--- src/bdef_pkg.sv ---
// Shared types and constants for the bencode dictionary end finder.
`timescale 1ns / 1ps

package bdef_pkg;

	localparam int OFF_W = 16;
	localparam int STATUS_W = 3;
	localparam int MODE_W = 3;

	// Scan modes
	localparam logic [MODE_W-1:0] MODE_NORMAL  = 3'd0;
	localparam logic [MODE_W-1:0] MODE_DIGITS  = 3'd1;
	localparam logic [MODE_W-1:0] MODE_STRING  = 3'd2;
	localparam logic [MODE_W-1:0] MODE_INTEGER = 3'd3;
	localparam logic [MODE_W-1:0] MODE_DONE    = 3'd4;
	localparam logic [MODE_W-1:0] MODE_BAD     = 3'd5;
	localparam logic [MODE_W-1:0] MODE_DEPTH   = 3'd6;
	localparam logic [MODE_W-1:0] MODE_LONG    = 3'd7;

	// Result status codes
	localparam logic [STATUS_W-1:0] ST_FOUND    = 3'd0;
	localparam logic [STATUS_W-1:0] ST_BAD      = 3'd1;
	localparam logic [STATUS_W-1:0] ST_NO_TRAIL = 3'd2;
	localparam logic [STATUS_W-1:0] ST_DEPTH    = 3'd3;
	localparam logic [STATUS_W-1:0] ST_LONG     = 3'd4;

	// Bencode token characters
	localparam logic [7:0] CH_DICT  = 8'h64; // 'd'
	localparam logic [7:0] CH_LIST  = 8'h6C; // 'l'
	localparam logic [7:0] CH_END   = 8'h65; // 'e'
	localparam logic [7:0] CH_INT   = 8'h69; // 'i'
	localparam logic [7:0] CH_COLON = 8'h3A; // ':'
	localparam logic [7:0] CH_ZERO  = 8'h30; // '0'
	localparam logic [7:0] CH_NINE  = 8'h39; // '9'

	typedef struct packed {
		logic [7:0] data_byte;
		logic       last_byte;
	} in_t;

	typedef struct packed {
		logic [STATUS_W-1:0] status;
		logic [OFF_W-1:0]    end_offset;
		logic [OFF_W-1:0]    trailing_length;
	} out_t;

endpackage

--- src/bdef_in_reg.sv ---
// Input register stage for the bencode dictionary end finder.
`timescale 1ns / 1ps

module bdef_in_reg (
	input  logic           clk,
	input  logic           arst_n,
	input  logic           in_valid,
	output logic           in_ready,
	input  bdef_pkg::in_t  in_data,
	input  logic           advance,
	output logic           valid_s1,
	output bdef_pkg::in_t  data_s1
);

	logic          vld_s1;
	bdef_pkg::in_t dat_s1;

	// Take a new byte whenever the stage is empty or moves on this cycle
	assign in_ready = !vld_s1 || advance;

	always_ff @(posedge clk or negedge arst_n) begin
		if (!arst_n) begin
			vld_s1 <= 1'b0;
		end else if (in_ready) begin
			vld_s1 <= in_valid;
		end
	end

	always_ff @(posedge clk) begin
		if (in_valid && in_ready) begin
			dat_s1 <= in_data;
		end
	end

	assign valid_s1 = vld_s1;
	assign data_s1  = dat_s1;

endmodule

--- src/bdef_scan.sv ---
// Scan state update and result register for the bencode dictionary end finder.
`timescale 1ns / 1ps

module bdef_scan #(
	parameter int MAX_MESSAGE_BYTES = 32768,
	parameter int MAX_NEST_DEPTH    = 15
) (
	input  logic           clk,
	input  logic           arst_n,
	input  logic           valid_s1,
	input  bdef_pkg::in_t  data_s1,
	output logic           advance,
	output logic           out_valid,
	input  logic           out_ready,
	output bdef_pkg::out_t out_data
);

	localparam int POS_W = $clog2(MAX_MESSAGE_BYTES + 1);
	localparam int LEN_W = $clog2(MAX_MESSAGE_BYTES * 10 + 10);
	localparam int DEP_W = $clog2(MAX_NEST_DEPTH + 1);

	logic [bdef_pkg::MODE_W-1:0] mode_q, mode_n;
	logic [DEP_W-1:0]            depth_q, depth_n;
	logic [POS_W-1:0]            acc_q, acc_n;
	logic [POS_W-1:0]            pos_q, pos_n;
	logic [POS_W-1:0]            found_q, found_n;
	logic                        out_valid_q;
	bdef_pkg::out_t              out_data_q;
	bdef_pkg::out_t              result;
	logic [7:0]                  b;
	logic                        is_digit;
	logic [LEN_W-1:0]            acc_prod;
	logic [POS_W-1:0]            acc_dec;
	logic [POS_W-1:0]            trail;
	logic                        take;

	assign b        = data_s1.data_byte;
	assign is_digit = b inside {[bdef_pkg::CH_ZERO:bdef_pkg::CH_NINE]};
	assign acc_prod = (LEN_W'(acc_q) << 3) + (LEN_W'(acc_q) << 1) + LEN_W'(b[3:0]);
	assign acc_dec  = (acc_q != '0) ? acc_q - POS_W'(1) : acc_q;

	// Hold a final byte while the result register is still occupied
	assign advance = !valid_s1 || !data_s1.last_byte || !out_valid_q || out_ready;
	assign take    = valid_s1 && advance;

	always_comb begin
		mode_n  = mode_q;
		depth_n = depth_q;
		acc_n   = acc_q;
		pos_n   = pos_q;
		found_n = found_q;
		if (pos_q >= POS_W'(MAX_MESSAGE_BYTES)) begin
			mode_n = bdef_pkg::MODE_LONG;
		end else begin
			pos_n = pos_q + POS_W'(1);
			case (mode_q)
				bdef_pkg::MODE_NORMAL: begin
					if (b == bdef_pkg::CH_DICT || b == bdef_pkg::CH_LIST) begin
						if (depth_q >= DEP_W'(MAX_NEST_DEPTH)) begin
							mode_n = bdef_pkg::MODE_DEPTH;
						end else begin
							depth_n = depth_q + DEP_W'(1);
						end
					end else if (b == bdef_pkg::CH_END) begin
						if (depth_q == '0) begin
							mode_n = bdef_pkg::MODE_BAD;
						end else begin
							depth_n = depth_q - DEP_W'(1);
							if (depth_q == DEP_W'(1)) begin
								found_n = pos_q + POS_W'(1);
								mode_n  = bdef_pkg::MODE_DONE;
							end
						end
					end else if (is_digit) begin
						acc_n  = POS_W'(b[3:0]);
						mode_n = bdef_pkg::MODE_DIGITS;
					end else if (b == bdef_pkg::CH_INT) begin
						mode_n = bdef_pkg::MODE_INTEGER;
					end
				end
				bdef_pkg::MODE_DIGITS: begin
					if (is_digit) begin
						acc_n = POS_W'(acc_prod);
						if (acc_prod > LEN_W'(MAX_MESSAGE_BYTES)) begin
							mode_n = bdef_pkg::MODE_LONG;
						end
					end else if (b == bdef_pkg::CH_COLON) begin
						mode_n = (acc_q == '0) ? bdef_pkg::MODE_NORMAL : bdef_pkg::MODE_STRING;
					end else begin
						mode_n = bdef_pkg::MODE_BAD;
					end
				end
				bdef_pkg::MODE_STRING: begin
					acc_n = acc_dec;
					if (acc_dec == '0) begin
						mode_n = bdef_pkg::MODE_NORMAL;
					end
				end
				bdef_pkg::MODE_INTEGER: begin
					if (b == bdef_pkg::CH_END) begin
						mode_n = bdef_pkg::MODE_NORMAL;
					end
				end
				default: begin
				end
			endcase
		end
	end

	assign trail = pos_n - found_n;

	always_comb begin
		result.status          = bdef_pkg::ST_BAD;
		result.end_offset      = '0;
		result.trailing_length = '0;
		case (mode_n)
			bdef_pkg::MODE_LONG:  result.status = bdef_pkg::ST_LONG;
			bdef_pkg::MODE_DEPTH: result.status = bdef_pkg::ST_DEPTH;
			bdef_pkg::MODE_DONE: begin
				result.end_offset      = bdef_pkg::OFF_W'(found_n);
				result.trailing_length = bdef_pkg::OFF_W'(trail);
				result.status = (trail == '0) ? bdef_pkg::ST_NO_TRAIL : bdef_pkg::ST_FOUND;
			end
			default: result.status = bdef_pkg::ST_BAD;
		endcase
	end

	always_ff @(posedge clk or negedge arst_n) begin
		if (!arst_n) begin
			mode_q  <= bdef_pkg::MODE_NORMAL;
			depth_q <= '0;
			acc_q   <= '0;
			pos_q   <= '0;
			found_q <= '0;
		end else if (take) begin
			if (data_s1.last_byte) begin
				// Drop all message state once the result is latched
				mode_q  <= bdef_pkg::MODE_NORMAL;
				depth_q <= '0;
				acc_q   <= '0;
				pos_q   <= '0;
				found_q <= '0;
			end else begin
				mode_q  <= mode_n;
				depth_q <= depth_n;
				acc_q   <= acc_n;
				pos_q   <= pos_n;
				found_q <= found_n;
			end
		end
	end

	always_ff @(posedge clk or negedge arst_n) begin
		if (!arst_n) begin
			out_valid_q <= 1'b0;
		end else begin
			if (out_ready) begin
				out_valid_q <= 1'b0;
			end
			if (take && data_s1.last_byte) begin
				out_valid_q <= 1'b1;
			end
		end
	end

	always_ff @(posedge clk) begin
		if (take && data_s1.last_byte) begin
			out_data_q <= result;
		end
	end

	assign out_valid = out_valid_q;
	assign out_data  = out_data_q;

	a_depth_bound: assert property (@(posedge clk) disable iff (!arst_n)
		depth_q <= DEP_W'(MAX_NEST_DEPTH))
		else $error("nesting depth above limit");

	a_pos_bound: assert property (@(posedge clk) disable iff (!arst_n)
		pos_q <= POS_W'(MAX_MESSAGE_BYTES))
		else $error("byte position above limit");

	a_done_closed: assert property (@(posedge clk) disable iff (!arst_n)
		mode_q == bdef_pkg::MODE_DONE |-> depth_q == '0 && found_q != '0)
		else $error("end found with open containers");

	a_last_resets: assert property (@(posedge clk) disable iff (!arst_n)
		take && data_s1.last_byte |=> pos_q == '0 && mode_q == bdef_pkg::MODE_NORMAL
			&& out_valid_q)
		else $error("final byte did not reset scan state");

	a_status_range: assert property (@(posedge clk) disable iff (!arst_n)
		out_valid_q |-> out_data_q.status <= bdef_pkg::ST_LONG)
		else $error("status code out of range");

endmodule

--- src/bencode_dict_end_finder_top.sv ---
// A final byte is held in the input register, then the scan stage registers its result in the result register.
// Throughput: one byte per cycle while no final byte is stalled; the scan state updates in a register loop.
// Only a byte marked last produces a result transaction.
// A final byte stalls only while the previous result has not been taken.
// Reset (arst_n low, asynchronous) clears both stages and returns the scan to depth 0, position 0.
`timescale 1ns / 1ps

module bencode_dict_end_finder_top #(
	parameter int MAX_MESSAGE_BYTES = 32768,
	parameter int MAX_NEST_DEPTH    = 15
) (
	input  logic           clk,
	input  logic           arst_n,
	input  logic           in_valid,
	output logic           in_ready,
	input  bdef_pkg::in_t  in_data,
	output logic           out_valid,
	input  logic           out_ready,
	output bdef_pkg::out_t out_data
);

	logic          advance;
	logic          valid_s1;
	bdef_pkg::in_t data_s1;

	bdef_in_reg u_in_reg (
		.clk      (clk),
		.arst_n   (arst_n),
		.in_valid (in_valid),
		.in_ready (in_ready),
		.in_data  (in_data),
		.advance  (advance),
		.valid_s1 (valid_s1),
		.data_s1  (data_s1)
	);

	bdef_scan #(
		.MAX_MESSAGE_BYTES (MAX_MESSAGE_BYTES),
		.MAX_NEST_DEPTH    (MAX_NEST_DEPTH)
	) u_scan (
		.clk       (clk),
		.arst_n    (arst_n),
		.valid_s1  (valid_s1),
		.data_s1   (data_s1),
		.advance   (advance),
		.out_valid (out_valid),
		.out_ready (out_ready),
		.out_data  (out_data)
	);

endmodule

--- config.mk ---
export PLATFORM = sky130hd
export DESIGN_NAME = bencode_dict_end_finder_top
export DESIGN_NICKNAME = d
export VERILOG_FILES = /design/src/bdef_pkg.sv /design/src/bdef_in_reg.sv /design/src/bdef_scan.sv /design/src/bencode_dict_end_finder_top.sv
export SDC_FILE = /design/constraint.sdc
export NUM_CORES = 1
export LEC_CHECK = 0
export BUFFER_PORTS_ARGS = -buffer_cell sky130_fd_sc_hd__buf_4
export CAP_MARGIN = 5
export CORE_MARGIN = 2
export CORE_UTILIZATION = 59
export DETAILED_ROUTE_END_ITERATION = 16
export PLACE_DENSITY = 0.78
export SETUP_SLACK_MARGIN = 0.3
export SLEW_MARGIN = 10
export SYNTH_ARGS = -nofsm -noshare
export SYNTH_HDL_FRONTEND = slang
export SYNTH_SLANG_ARGS = --single-unit
--- constraint.sdc ---
create_clock -name clk -period 5.54 [get_ports clk]
set_clock_uncertainty 0.1 [all_clocks]
set_input_delay 0.277 -clock clk [delete_from_list [all_inputs] [get_ports clk]]
set_output_delay 0.277 -clock clk [all_outputs]
set_load 0.005 [all_outputs]
==> metrics.cfg, run 1 <==
[clocking]
cts_buffer_depth=2
clock-root-buffer=clkbuf_16
cts_tree=built
clk_latency_ps=350
path_clk_slew_ps=70
cts.htree.levels=3
numCtsBuffers=9
cts_num_sinks=101

[logic_synthesis]
synth_seq_cells=101
avgSynthCellArea_um2=9.42
synthFlopType=dfrtp_1
synth_fp_nets=835
synthArstFlopShare_pct=56.4
synth_edf_count=44
ys_warn_count=0
seq_area_frac_synth_pct=38.1
synth_area_mm2=0.00722
ys_types=75
synthCells=766

[sta]
tns_ps=0
slew-limit-headroom_pct=13.4
rsz0062_at_grt=false
hold_ws_ps=4.01
worst_pin_slew_ps=1290
fin_ws_ps=619
setup_viol=0
drv_slew=0
max_freq_mhz=203
fin_crit_sh_pct=88.8
hold_viol_final=0
period_needed_ps=4920

[grt]
globalRoute.totalOverflow=0
grt.busiest_layer=met2
antenna_found_initial=0
met2_usage_pct=43.0
grt_pass1_vias=5781
met1_usage_pct=39.6
grtUsageMet3_pct=4.50
grt_max_degree=58
grt_pass1_wl_mm=28.6
track_usage_pct=27.4

[placed_design]
io_buffers=49
hpwl_mm=12.3
post-place-ws_ps=268
gp_congestion=0.951
placed_cell_area_mm2=0.00768

[route]
drt_iter0_drc=616
routed_wl_mm=17.5
drt.antenna.violating_nets=0
num_vias=6112
viasPerCell=6.37
wl_per_cell_um=18.2
post-route-drc-count=0
drt-pass1-iter-count=7

[floorplan]
start_util_pct=60.3
coreArea_mm2=0.0120
ios=50
die_area_mm2=0.0131
rows=40
die_x_um=115
die_h_um=115

[finish]
design_area_mm2=0.00811
nets=877
syn_to_final_growth_pct=12.4
most-common-layout-cells=o21ai_0 (73), nand2_1 (68), dfrtp_1 (57), buf_4 (56), nor2_1 (55)
diodes=0
final_util_pct=67.8
final_common_cell=o21ai_0
drive_above_1_share_pct=14.5
fill_cells=925

[critical_path]
critPathCaptureType=flop
slowest_stage=edfxtp_1
cpPeakStageDelay_ps=490
cp_max_fo=7
arrival_ps=5000
crit_chain=nor4b_4, nand4_1, nor3_2, and2_2, nand2_1, o21ai_0, ha_1, o21a_1, o31a_1, o41a_1, o41a_1, a2111oi_1, o21bai_1, a21oi_1, xnor2_1, nand4_1, a211oi_1
worstPathRequired_ps=5620
worst_setup_path_start_kind=flop
path_class=reg2reg

[power]
power.density_mw_per_mm2=320
ir_drop_uv=220
p_leak_nw=3.49

[job]
cap_viol_max_count=0

[hold_path]
hold_class=in2reg

[run_status]
status=finished clean

-- report_power, final --
part | internal, mW | switching (mW)
Sequential | 0.838 | 0.0776
Clock | 0.352 | 0.288
Combinational | 0.404 | 0.634
Total | 1.59 | 1.00
-- stage by stage --
stage | std cells | power [mW]
2_1_floorplan | 766 | 1.70
3_3_place_gp | 936 | 1.88
3_5_place_dp | 936 | 1.92
4_1_cts | 954 | 2.55
5_1_grt | 960 | 2.73
6_report | 960 | 2.59
-- flip-flops by register name, summed over array words and instances (netlist names) --
register,flops
u_in_reg.valid_s1,1
u_scan.found_q,16
u_scan.out_data,35
u_scan.depth_q,4
u_scan.out_valid,1
u_in_reg.data_s1,9
u_scan.pos_q,16
u_scan.mode_q,3
u_scan.acc_q,16
-- worst max-delay path: cells and delay by family, from the launching register on --
family	cells	cell delay [ps]
AO/OA/AOI/OAI	9	2240
AND/OR/NAND/NOR	6	1310
flip-flops	1	490
adder cells (fa/ha/maj)	1	380
XOR/XNOR	1	210
-- layer usage --
metal | wire length (um) | part of all wire (%)
met1 | 7880 | 45
met2 | 7940 | 45
met3 | 1210 | 6.9
met4 | 438 | 2.5
met5 | 0 | 0
-- cells in the mapped netlist, types with 19 or more instances --
| cell | n | area share [%] |
|---|---|---|
| o21ai_0 | 73 | 5.1 |
| nand2_1 | 68 | 3.5 |
| dfrtp_1 | 57 | 20 |
| nor2_1 | 56 | 2.9 |
| ha_1 | 53 | 9.2 |
| edfxtp_1 | 44 | 18 |
| a21oi_1 | 42 | 2.9 |
| xnor2_1 | 28 | 3.4 |
| xor2_1 | 28 | 3.4 |
| inv_1 | 27 | 1.4 |
| clkbuf_1 | 24 | 1.2 |
| nor2_4 | 21 | 3.3 |
| nor3_1 | 21 | 1.5 |
| nand3_1 | 19 | 1.3 |
-- final cells by class --
class / instances / area, um^2 / area share, %
well taps: 147 / 184 / 2.27
flip-flops and latches: 101 / 2750 / 33.9
multi-input cells: 604 / 4260 / 52.5
clock inverters: 7 / 73.8 / 0.910
inverters: 27 / 101 / 1.25
repair buffers: 65 / 520 / 6.42
clock buffers: 9 / 225 / 2.78
-- timing repair --
action | 4_1_cts | 5_1_grt
endpoints found under the setup margin | 1 | 12
setup buffers | 0 | 0
hold buffers | 2 | 6
resized for setup | 1 | 8
gates cloned | 0 | 0
endpoints found under the hold margin | 58 | 6
-- path summary, 6_finish.rpt --
path,from,end,slack [ps],cells after the start
setup / recovery,u_in_reg.data_s1[2],u_scan.out_data[33],620,17
hold / removal,in_data[5],u_in_reg.data_s1[5],4,1
setup reg to reg,u_in_reg.data_s1[2],u_scan.out_data[33],620,17
hold reg to reg,u_scan.found_q[9],u_scan.found_q[9],390,2
max in group asynchronous,arst_n,u_scan.acc_q[15],4390,2
min in group asynchronous,arst_n,u_scan.found_q[10],440,2
-- cell families (layout without fill, tap and decap cells) --
kind of cell | count (synthesis) | count (layout) | synth area share [%]
xor gates and xnor gates | 56 | 56 | 6.80
buffers and inverters | 61 | 108 | 3.73
adders and majority gates | 56 | 56 | 10.0
AOI/OAI and AO/OA | 210 | 210 | 18.9
DFF | 101 | 101 | 38.1
and+or+nand+nor | 272 | 272 | 21.1
muxes | 10 | 10 | 1.40
(Power assumes the default switching activity.)
==> inputs of run 2 (changes only) <==
--- a/config.mk
+++ b/config.mk
@@ -11,8 +11,10 @@
 export CORE_UTILIZATION = 59
 export DETAILED_ROUTE_END_ITERATION = 16
 export PLACE_DENSITY = 0.78
+export RECOVER_POWER = 25
 export SETUP_SLACK_MARGIN = 0.3
 export SLEW_MARGIN = 10
 export SYNTH_ARGS = -nofsm -noshare
 export SYNTH_HDL_FRONTEND = slang
+export SYNTH_HIERARCHICAL = 1
 export SYNTH_SLANG_ARGS = --single-unit
==> run 2 against run 1 <==
The run now ends with max-capacitance violations, max-slew violations left. Flip-flop and latch count unchanged. Cell count increased by 6.0%. Sequential share of layout area decreased by 0.34 points. Sequential power decreased by 3.2%. Critical endpoint is now u_scan/out_data[33]. Highest routed layer unchanged.
==> metrics.cfg, run 2 <==
[run_status]
status=finished, violations left
violations=max-capacitance violations, max-slew violations

[logic_synthesis]
synth_compound_area_share_pct=19.2
synthArstFlopShare_pct=56.4
synth.most_common_cell=nand2_1
synth_seq_cells=101
synth_edf_count=44
synthCells=810
synth_xor_area_share_pct=6.55
yosys.area_share.simple_pct=22.0
synth_fp_nets=879
synthMuxAreaShare_pct=1.53
synth_area_leader_cell=dfrtp_1
synth_top_family_by_area=simple AND/OR/NAND/NOR gates
synth_top_area_share_pct=19.4
synthFlopType=dfrtp_1
synthTopCellsByArea=dfrtp_1 (19%), edfxtp_1 (18%), ha_1 (9.0%), o21ai_0 (4.3%), xnor2_1 (4.3%)
ys_warn_count=6
ys_types=78
synthTopCellsByCount=nand2_1 (82), o21ai_0 (63), nor2_1 (62)
synth_area_mm2=0.00736
avgSynthCellArea_um2=9.09
seq_area_frac_synth_pct=37.3
yosys.area_share.adder_pct=9.83

[grt]
grt_pass1_vias=6022
grtUsageMet3_pct=5.02
grt.busiest_layer=met2
track_usage_pct=28.0
grt_max_degree=58
met2_usage_pct=42.0
antenna_found_initial=0
grt_pass1_wl_mm=29.6
globalRoute.totalOverflow=0
met1_usage_pct=41.8

[floorplan]
die_area_mm2=0.0134
coreArea_mm2=0.0121
ios=50
die_h_um=116
start_util_pct=60.8
rows=40
die_x_um=116

[route]
post-route-drc-count=0
drt_iter0_drc=730
routed_wl_mm=18.1
drt.antenna.violating_nets=0
drt-pass1-iter-count=5
wl_per_cell_um=17.8
num_vias=6455
viasPerCell=6.34

[finish]
fill_cells=979
diodes=0
final_common_cell=nand2_1
syn_to_final_growth_pct=11.3
nets=914
most-common-layout-cells=nand2_1 (82), o21ai_0 (62), nor2_1 (61), a21oi_1 (59), dfrtp_1 (57)
finalNonFillerCells=1018
largest_reg_flops=35
final_util_pct=67.6
drive_above_1_share_pct=11.4

[power]
seqPwrFrac_pct=39.7
p_switching_mw=0.767
total_power_mw=2.23
p_int_mw=1.46
power_frac_clock_pct=28.8
switching_share_pct=34.4
p_leak_nw=3.50
power.density_mw_per_mm2=272
ir_drop_uv=229
combPwrFrac_pct=31.5

[critical_path]
worst_setup_path_start_kind=flop
cpPeakStageDelay_ps=600
crit_chain=nor4bb_1, nand3b_1, nand3b_1, or3_4, a21oi_1, ha_1, nand3_1, a21oi_1, o32ai_1, o21ai_0, a31o_2, a21oi_1, xor2_1, nand4_1, a21oi_1
cp_max_fo=34
slowest_stage=or3_4
critPathTopFamily=compound AO/OA/AOI/OAI gates
worstPathRequired_ps=5650
path_class=reg2reg
arrival_ps=4950
critPathCaptureType=flop
crit_top_cell=a21oi_1
path_buf_inv=0

[sta]
setup_viol=0
fin_crit_sh_pct=87.5
rsz0062_at_grt=false
drv_slew=58
max_freq_mhz=206
hold_viol_final=0
worst_pin_slew_ps=3140
hold_ws_ps=33.6
slew-limit-headroom_pct=-109
period_needed_ps=4850
tns_ps=0

[clocking]
cts.htree.levels=3
cts_buffer_depth=2
cts_num_sinks=101
cts_tree=built
numCtsBuffers=9
clk_latency_ps=350
cts_setup_buffers=0
clock-root-buffer=clkbuf_16
path_clk_slew_ps=70

[hold_path]
hold_class=in2reg

[job]
cap_viol_max_count=1

[placed_design]
dp.cells=992
gp_congestion=0.957
hpwl_mm=13.0
io_buffers=49

## run 2: path summary, 6_finish.rpt
path                       slack, ps  cells after the start             endpoint                 from
setup / recovery                 690                     15  u_scan/out_data[33]  u_in_reg/data_s1[2]
hold / removal                    30                      2    u_in_reg/valid_s1             in_valid
setup reg to reg                 690                     15  u_scan/out_data[33]  u_in_reg/data_s1[2]
hold reg to reg                  390                      2   u_scan/found_q[12]   u_scan/found_q[12]
max in group asynchronous       2170                      2      u_scan/acc_q[6]               arst_n
min in group asynchronous       1400                      2   u_scan/found_q[10]               arst_n
## run 2: power by group through the flow
stage | clock [mW] | sequential [mW] | combinational, mW
2_1_floorplan | 0 | 0.877 | 0.539
3_3_place_gp | 0 | 0.895 | 0.653
3_5_place_dp | 0 | 0.899 | 0.678
4_1_cts | 0.653 | 0.884 | 0.688
5_1_grt | 0.684 | 0.892 | 0.771
6_report | 0.641 | 0.886 | 0.702
## run 2: cells by family after synthesis
family,count (synthesis)
AOI/OAI and AO/OA,221
xor gates and xnor gates,55
adders and majority gates,56
buffers and inverters,61
DFF,101
muxes,11
and+or+nand+nor,305
## run 2: what timing repair did
item / CTS / global route
endpoints found under the hold margin: 66 / 0
hold buffers: 10 / 0
setup endpoints to repair: 0 / 3
resized for setup: 0 / 3
## run 2: final cells by class
| cell class | instances | area, um^2 | area share [%] |
|---|---|---|---|
| flip-flops and latches | 101 | 2750 | 33.5 |
| inverters | 23 | 86.3 | 1.05 |
| multi-input cells | 648 | 4360 | 53.2 |
| repair buffers | 62 | 487 | 5.94 |
| well taps | 168 | 210 | 2.57 |
| clock inverters | 6 | 71.3 | 0.871 |
| clock buffers | 10 | 229 | 2.80 |
## run 2: per-layer routing
metal	up-vias	part of all wire (%)
li1	3068	-
met1	3056	45
met2	307	45
met3	24	8.5
met4	0	1.1
met5	-	0
## run 2: per-stage QoR
stage	worst slack (ps)	instance area, um^2
3_5_place_dp	519	7790
4_1_cts	447	8190
3_3_place_gp	814	7790
2_1_floorplan	1330	7360
6_report	692	8190
5_1_grt	404	8190
==> inputs of run 3 (changes only) <==
--- a/config.mk
+++ b/config.mk
@@ -8,9 +8,8 @@
 export BUFFER_PORTS_ARGS = -buffer_cell sky130_fd_sc_hd__buf_4
 export CAP_MARGIN = 5
 export CORE_MARGIN = 2
-export CORE_UTILIZATION = 59
+export CORE_UTILIZATION = 45
 export DETAILED_ROUTE_END_ITERATION = 16
-export PLACE_DENSITY = 0.78
 export RECOVER_POWER = 25
 export SETUP_SLACK_MARGIN = 0.3
 export SLEW_MARGIN = 10
==> run 3 against run 2 <==
The flow still finishes with violations (max-capacitance violations, max-slew violations). Setup slack worse by 55 ps. Via count shrank 2.4%. Flip-flop and latch count is the same. Fmax shrank 1.1%. Non-clock buffer count increased by 2. Die area rose by 30%. Hold slack worse by 12 ps. Sequential share of layout area fell by 0.36 points. Combinational power about the same. Cell count grew 4.9%. Clock-buffer cell count decreased by 1. Clock power decreased by 2%.
==> metrics.cfg, run 3 (synthesized netlist as in run 2, its figures left out) <==
[run_status]
status=finished, violations left
violations=max-capacitance violations, max-slew violations

[grt]
grt_pass1_wl_mm=30.3
globalRoute.totalOverflow=0
grt_max_degree=58
antenna_found_initial=0
track_usage_pct=21.3
grt_pass1_vias=5810

[clocking]
clk_latency_ps=360
numCtsBuffers=9
clock-root-buffer=clkbuf_16
cts_tree=built
cts.htree.levels=3
path_clk_slew_ps=80
cts_num_sinks=101
cts_buffer_depth=2

[critical_path]
worstPathRequired_ps=5640
cp_max_fo=23
path_class=reg2reg
arrival_ps=5000
worst_setup_path_start_kind=flop
critPathCaptureType=flop

[finish]
syn_to_final_growth_pct=12.5
finalNonFillerCells=1068
nets=916
largest_reg_flops=35
most-common-layout-cells=nand2_1 (82), o21ai_0 (62), nor2_1 (61), dfrtp_1 (57), a21oi_1 (56)
fill_cells=1454
diodes=0
final_common_cell=nand2_1
drive_above_1_share_pct=12.4

[floorplan]
die_h_um=132
die_area_mm2=0.0174
die_x_um=132
ios=50
rows=46
start_util_pct=46.2
coreArea_mm2=0.0159

[hold_path]
hold_class=in2reg

[route]
drt_iter0_drc=559
drt.antenna.violating_nets=0
routed_wl_mm=18.3
viasPerCell=5.90
drt-pass1-iter-count=5
post-route-drc-count=0
num_vias=6298
wl_per_cell_um=17.2

[power]
power_frac_clock_pct=28.3
power.density_mw_per_mm2=267
p_switching_mw=0.786
seqPwrFrac_pct=40.0
p_leak_nw=3.50
ir_drop_uv=170
p_int_mw=1.42
switching_share_pct=35.5
combPwrFrac_pct=31.7

[sta]
tns_ps=0
rsz0062_at_grt=false
worst_pin_slew_ps=3230
drv_slew=58
period_needed_ps=4900
hold_viol_final=0
slew-limit-headroom_pct=-116
setup_viol=0
fin_crit_sh_pct=88.5
max_freq_mhz=204

[placed_design]
io_buffers=49
gp_congestion=0.874
hpwl_mm=13.4
dp.cells=1042

[job]
cap_viol_max_count=1

-- run 3: final timing paths --
| kind | start | endpoint | slack, ps | depth (start not counted) |
|---|---|---|---|---|
| setup reg to reg | u_in_reg/data_s1[2] | u_scan/out_data[33] | 640 | 16 |
| setup / recovery | u_in_reg/data_s1[2] | u_scan/out_data[33] | 640 | 16 |
| min in group asynchronous | arst_n | u_scan/found_q[12] | 1440 | 2 |
| hold reg to reg | u_scan/found_q[6] | u_scan/found_q[6] | 380 | 2 |
| max in group asynchronous | arst_n | u_scan/acc_q[9] | 2090 | 2 |
| hold / removal | in_valid | u_in_reg/valid_s1 | 20 | 2 |
-- run 3: layout make-up --
| type | count | area, um^2 | share of cell area (%) |
|---|---|---|---|
| multi-input combinational | 648 | 4380 | 52.9 |
| sequential | 101 | 2750 | 33.2 |
| timing repair buffer | 64 | 502 | 6.06 |
| tap | 216 | 270 | 3.26 |
| clock buffer | 9 | 225 | 2.72 |
| inverter | 23 | 86.3 | 1.04 |
| clock inverter | 7 | 66.3 | 0.801 |
-- run 3: repair_timing --
item / in CTS / in global routing
endpoints found under the setup margin: 0 / 2
hold endpoints to repair: 66 / 0
hold buffers: 10 / 0
resized for setup: 0 / 7
setup buffers: 0 / 0
-- run 3: per-layer routing --
layer	GRT usage [%]	up-vias	wire length (um)
met1	33.4	3014	9580
li1	-	3067	-
met5	0	-	0
met2	30.9	202	7630
met4	3.44	0	138
met3	3.96	15	1000
-- run 3: through the flow --
step                instance area (um^2)  util (%)  total power [mW]  hold slack (ps)  setup WS, ps
finish                              8280      51.9              2.21             21.8           637
global route                        8280      51.9              2.35             30.0           416
CTS                                 8260      51.8              2.22             12.9           406
detailed placement                  7870      49.3              1.58              309           454
global placement                    7870      49.3              1.57              306           538
floorplan                           7360         -              1.42             -119          1330
-- run 3: power groups by stage --
stage                     clock network (mW)  logic [mW]  registers, mW
after floorplan                            0       0.539          0.877
after global placement                     0       0.674          0.896
after detailed placement                   0       0.682          0.898
after CTS                              0.644       0.691          0.883
after global routing                   0.673       0.782          0.891
final                                  0.625       0.701          0.884
-- run 3: worst max-delay path, stage by stage (launching register included) --
cell,delay [ps]
edfxtp_1,480
nor4bb_1,390
nand3b_1,170
nand3b_1,260
or3_4,520
buf_4,250
a21oi_2,310
ha_1,350
a21oi_1,200
nor2_1,100
or4_1,390
o21ai_0,290
xor2_1,320
nand2_1,80
nor4_1,200
nand4_1,130
a21oi_1,200
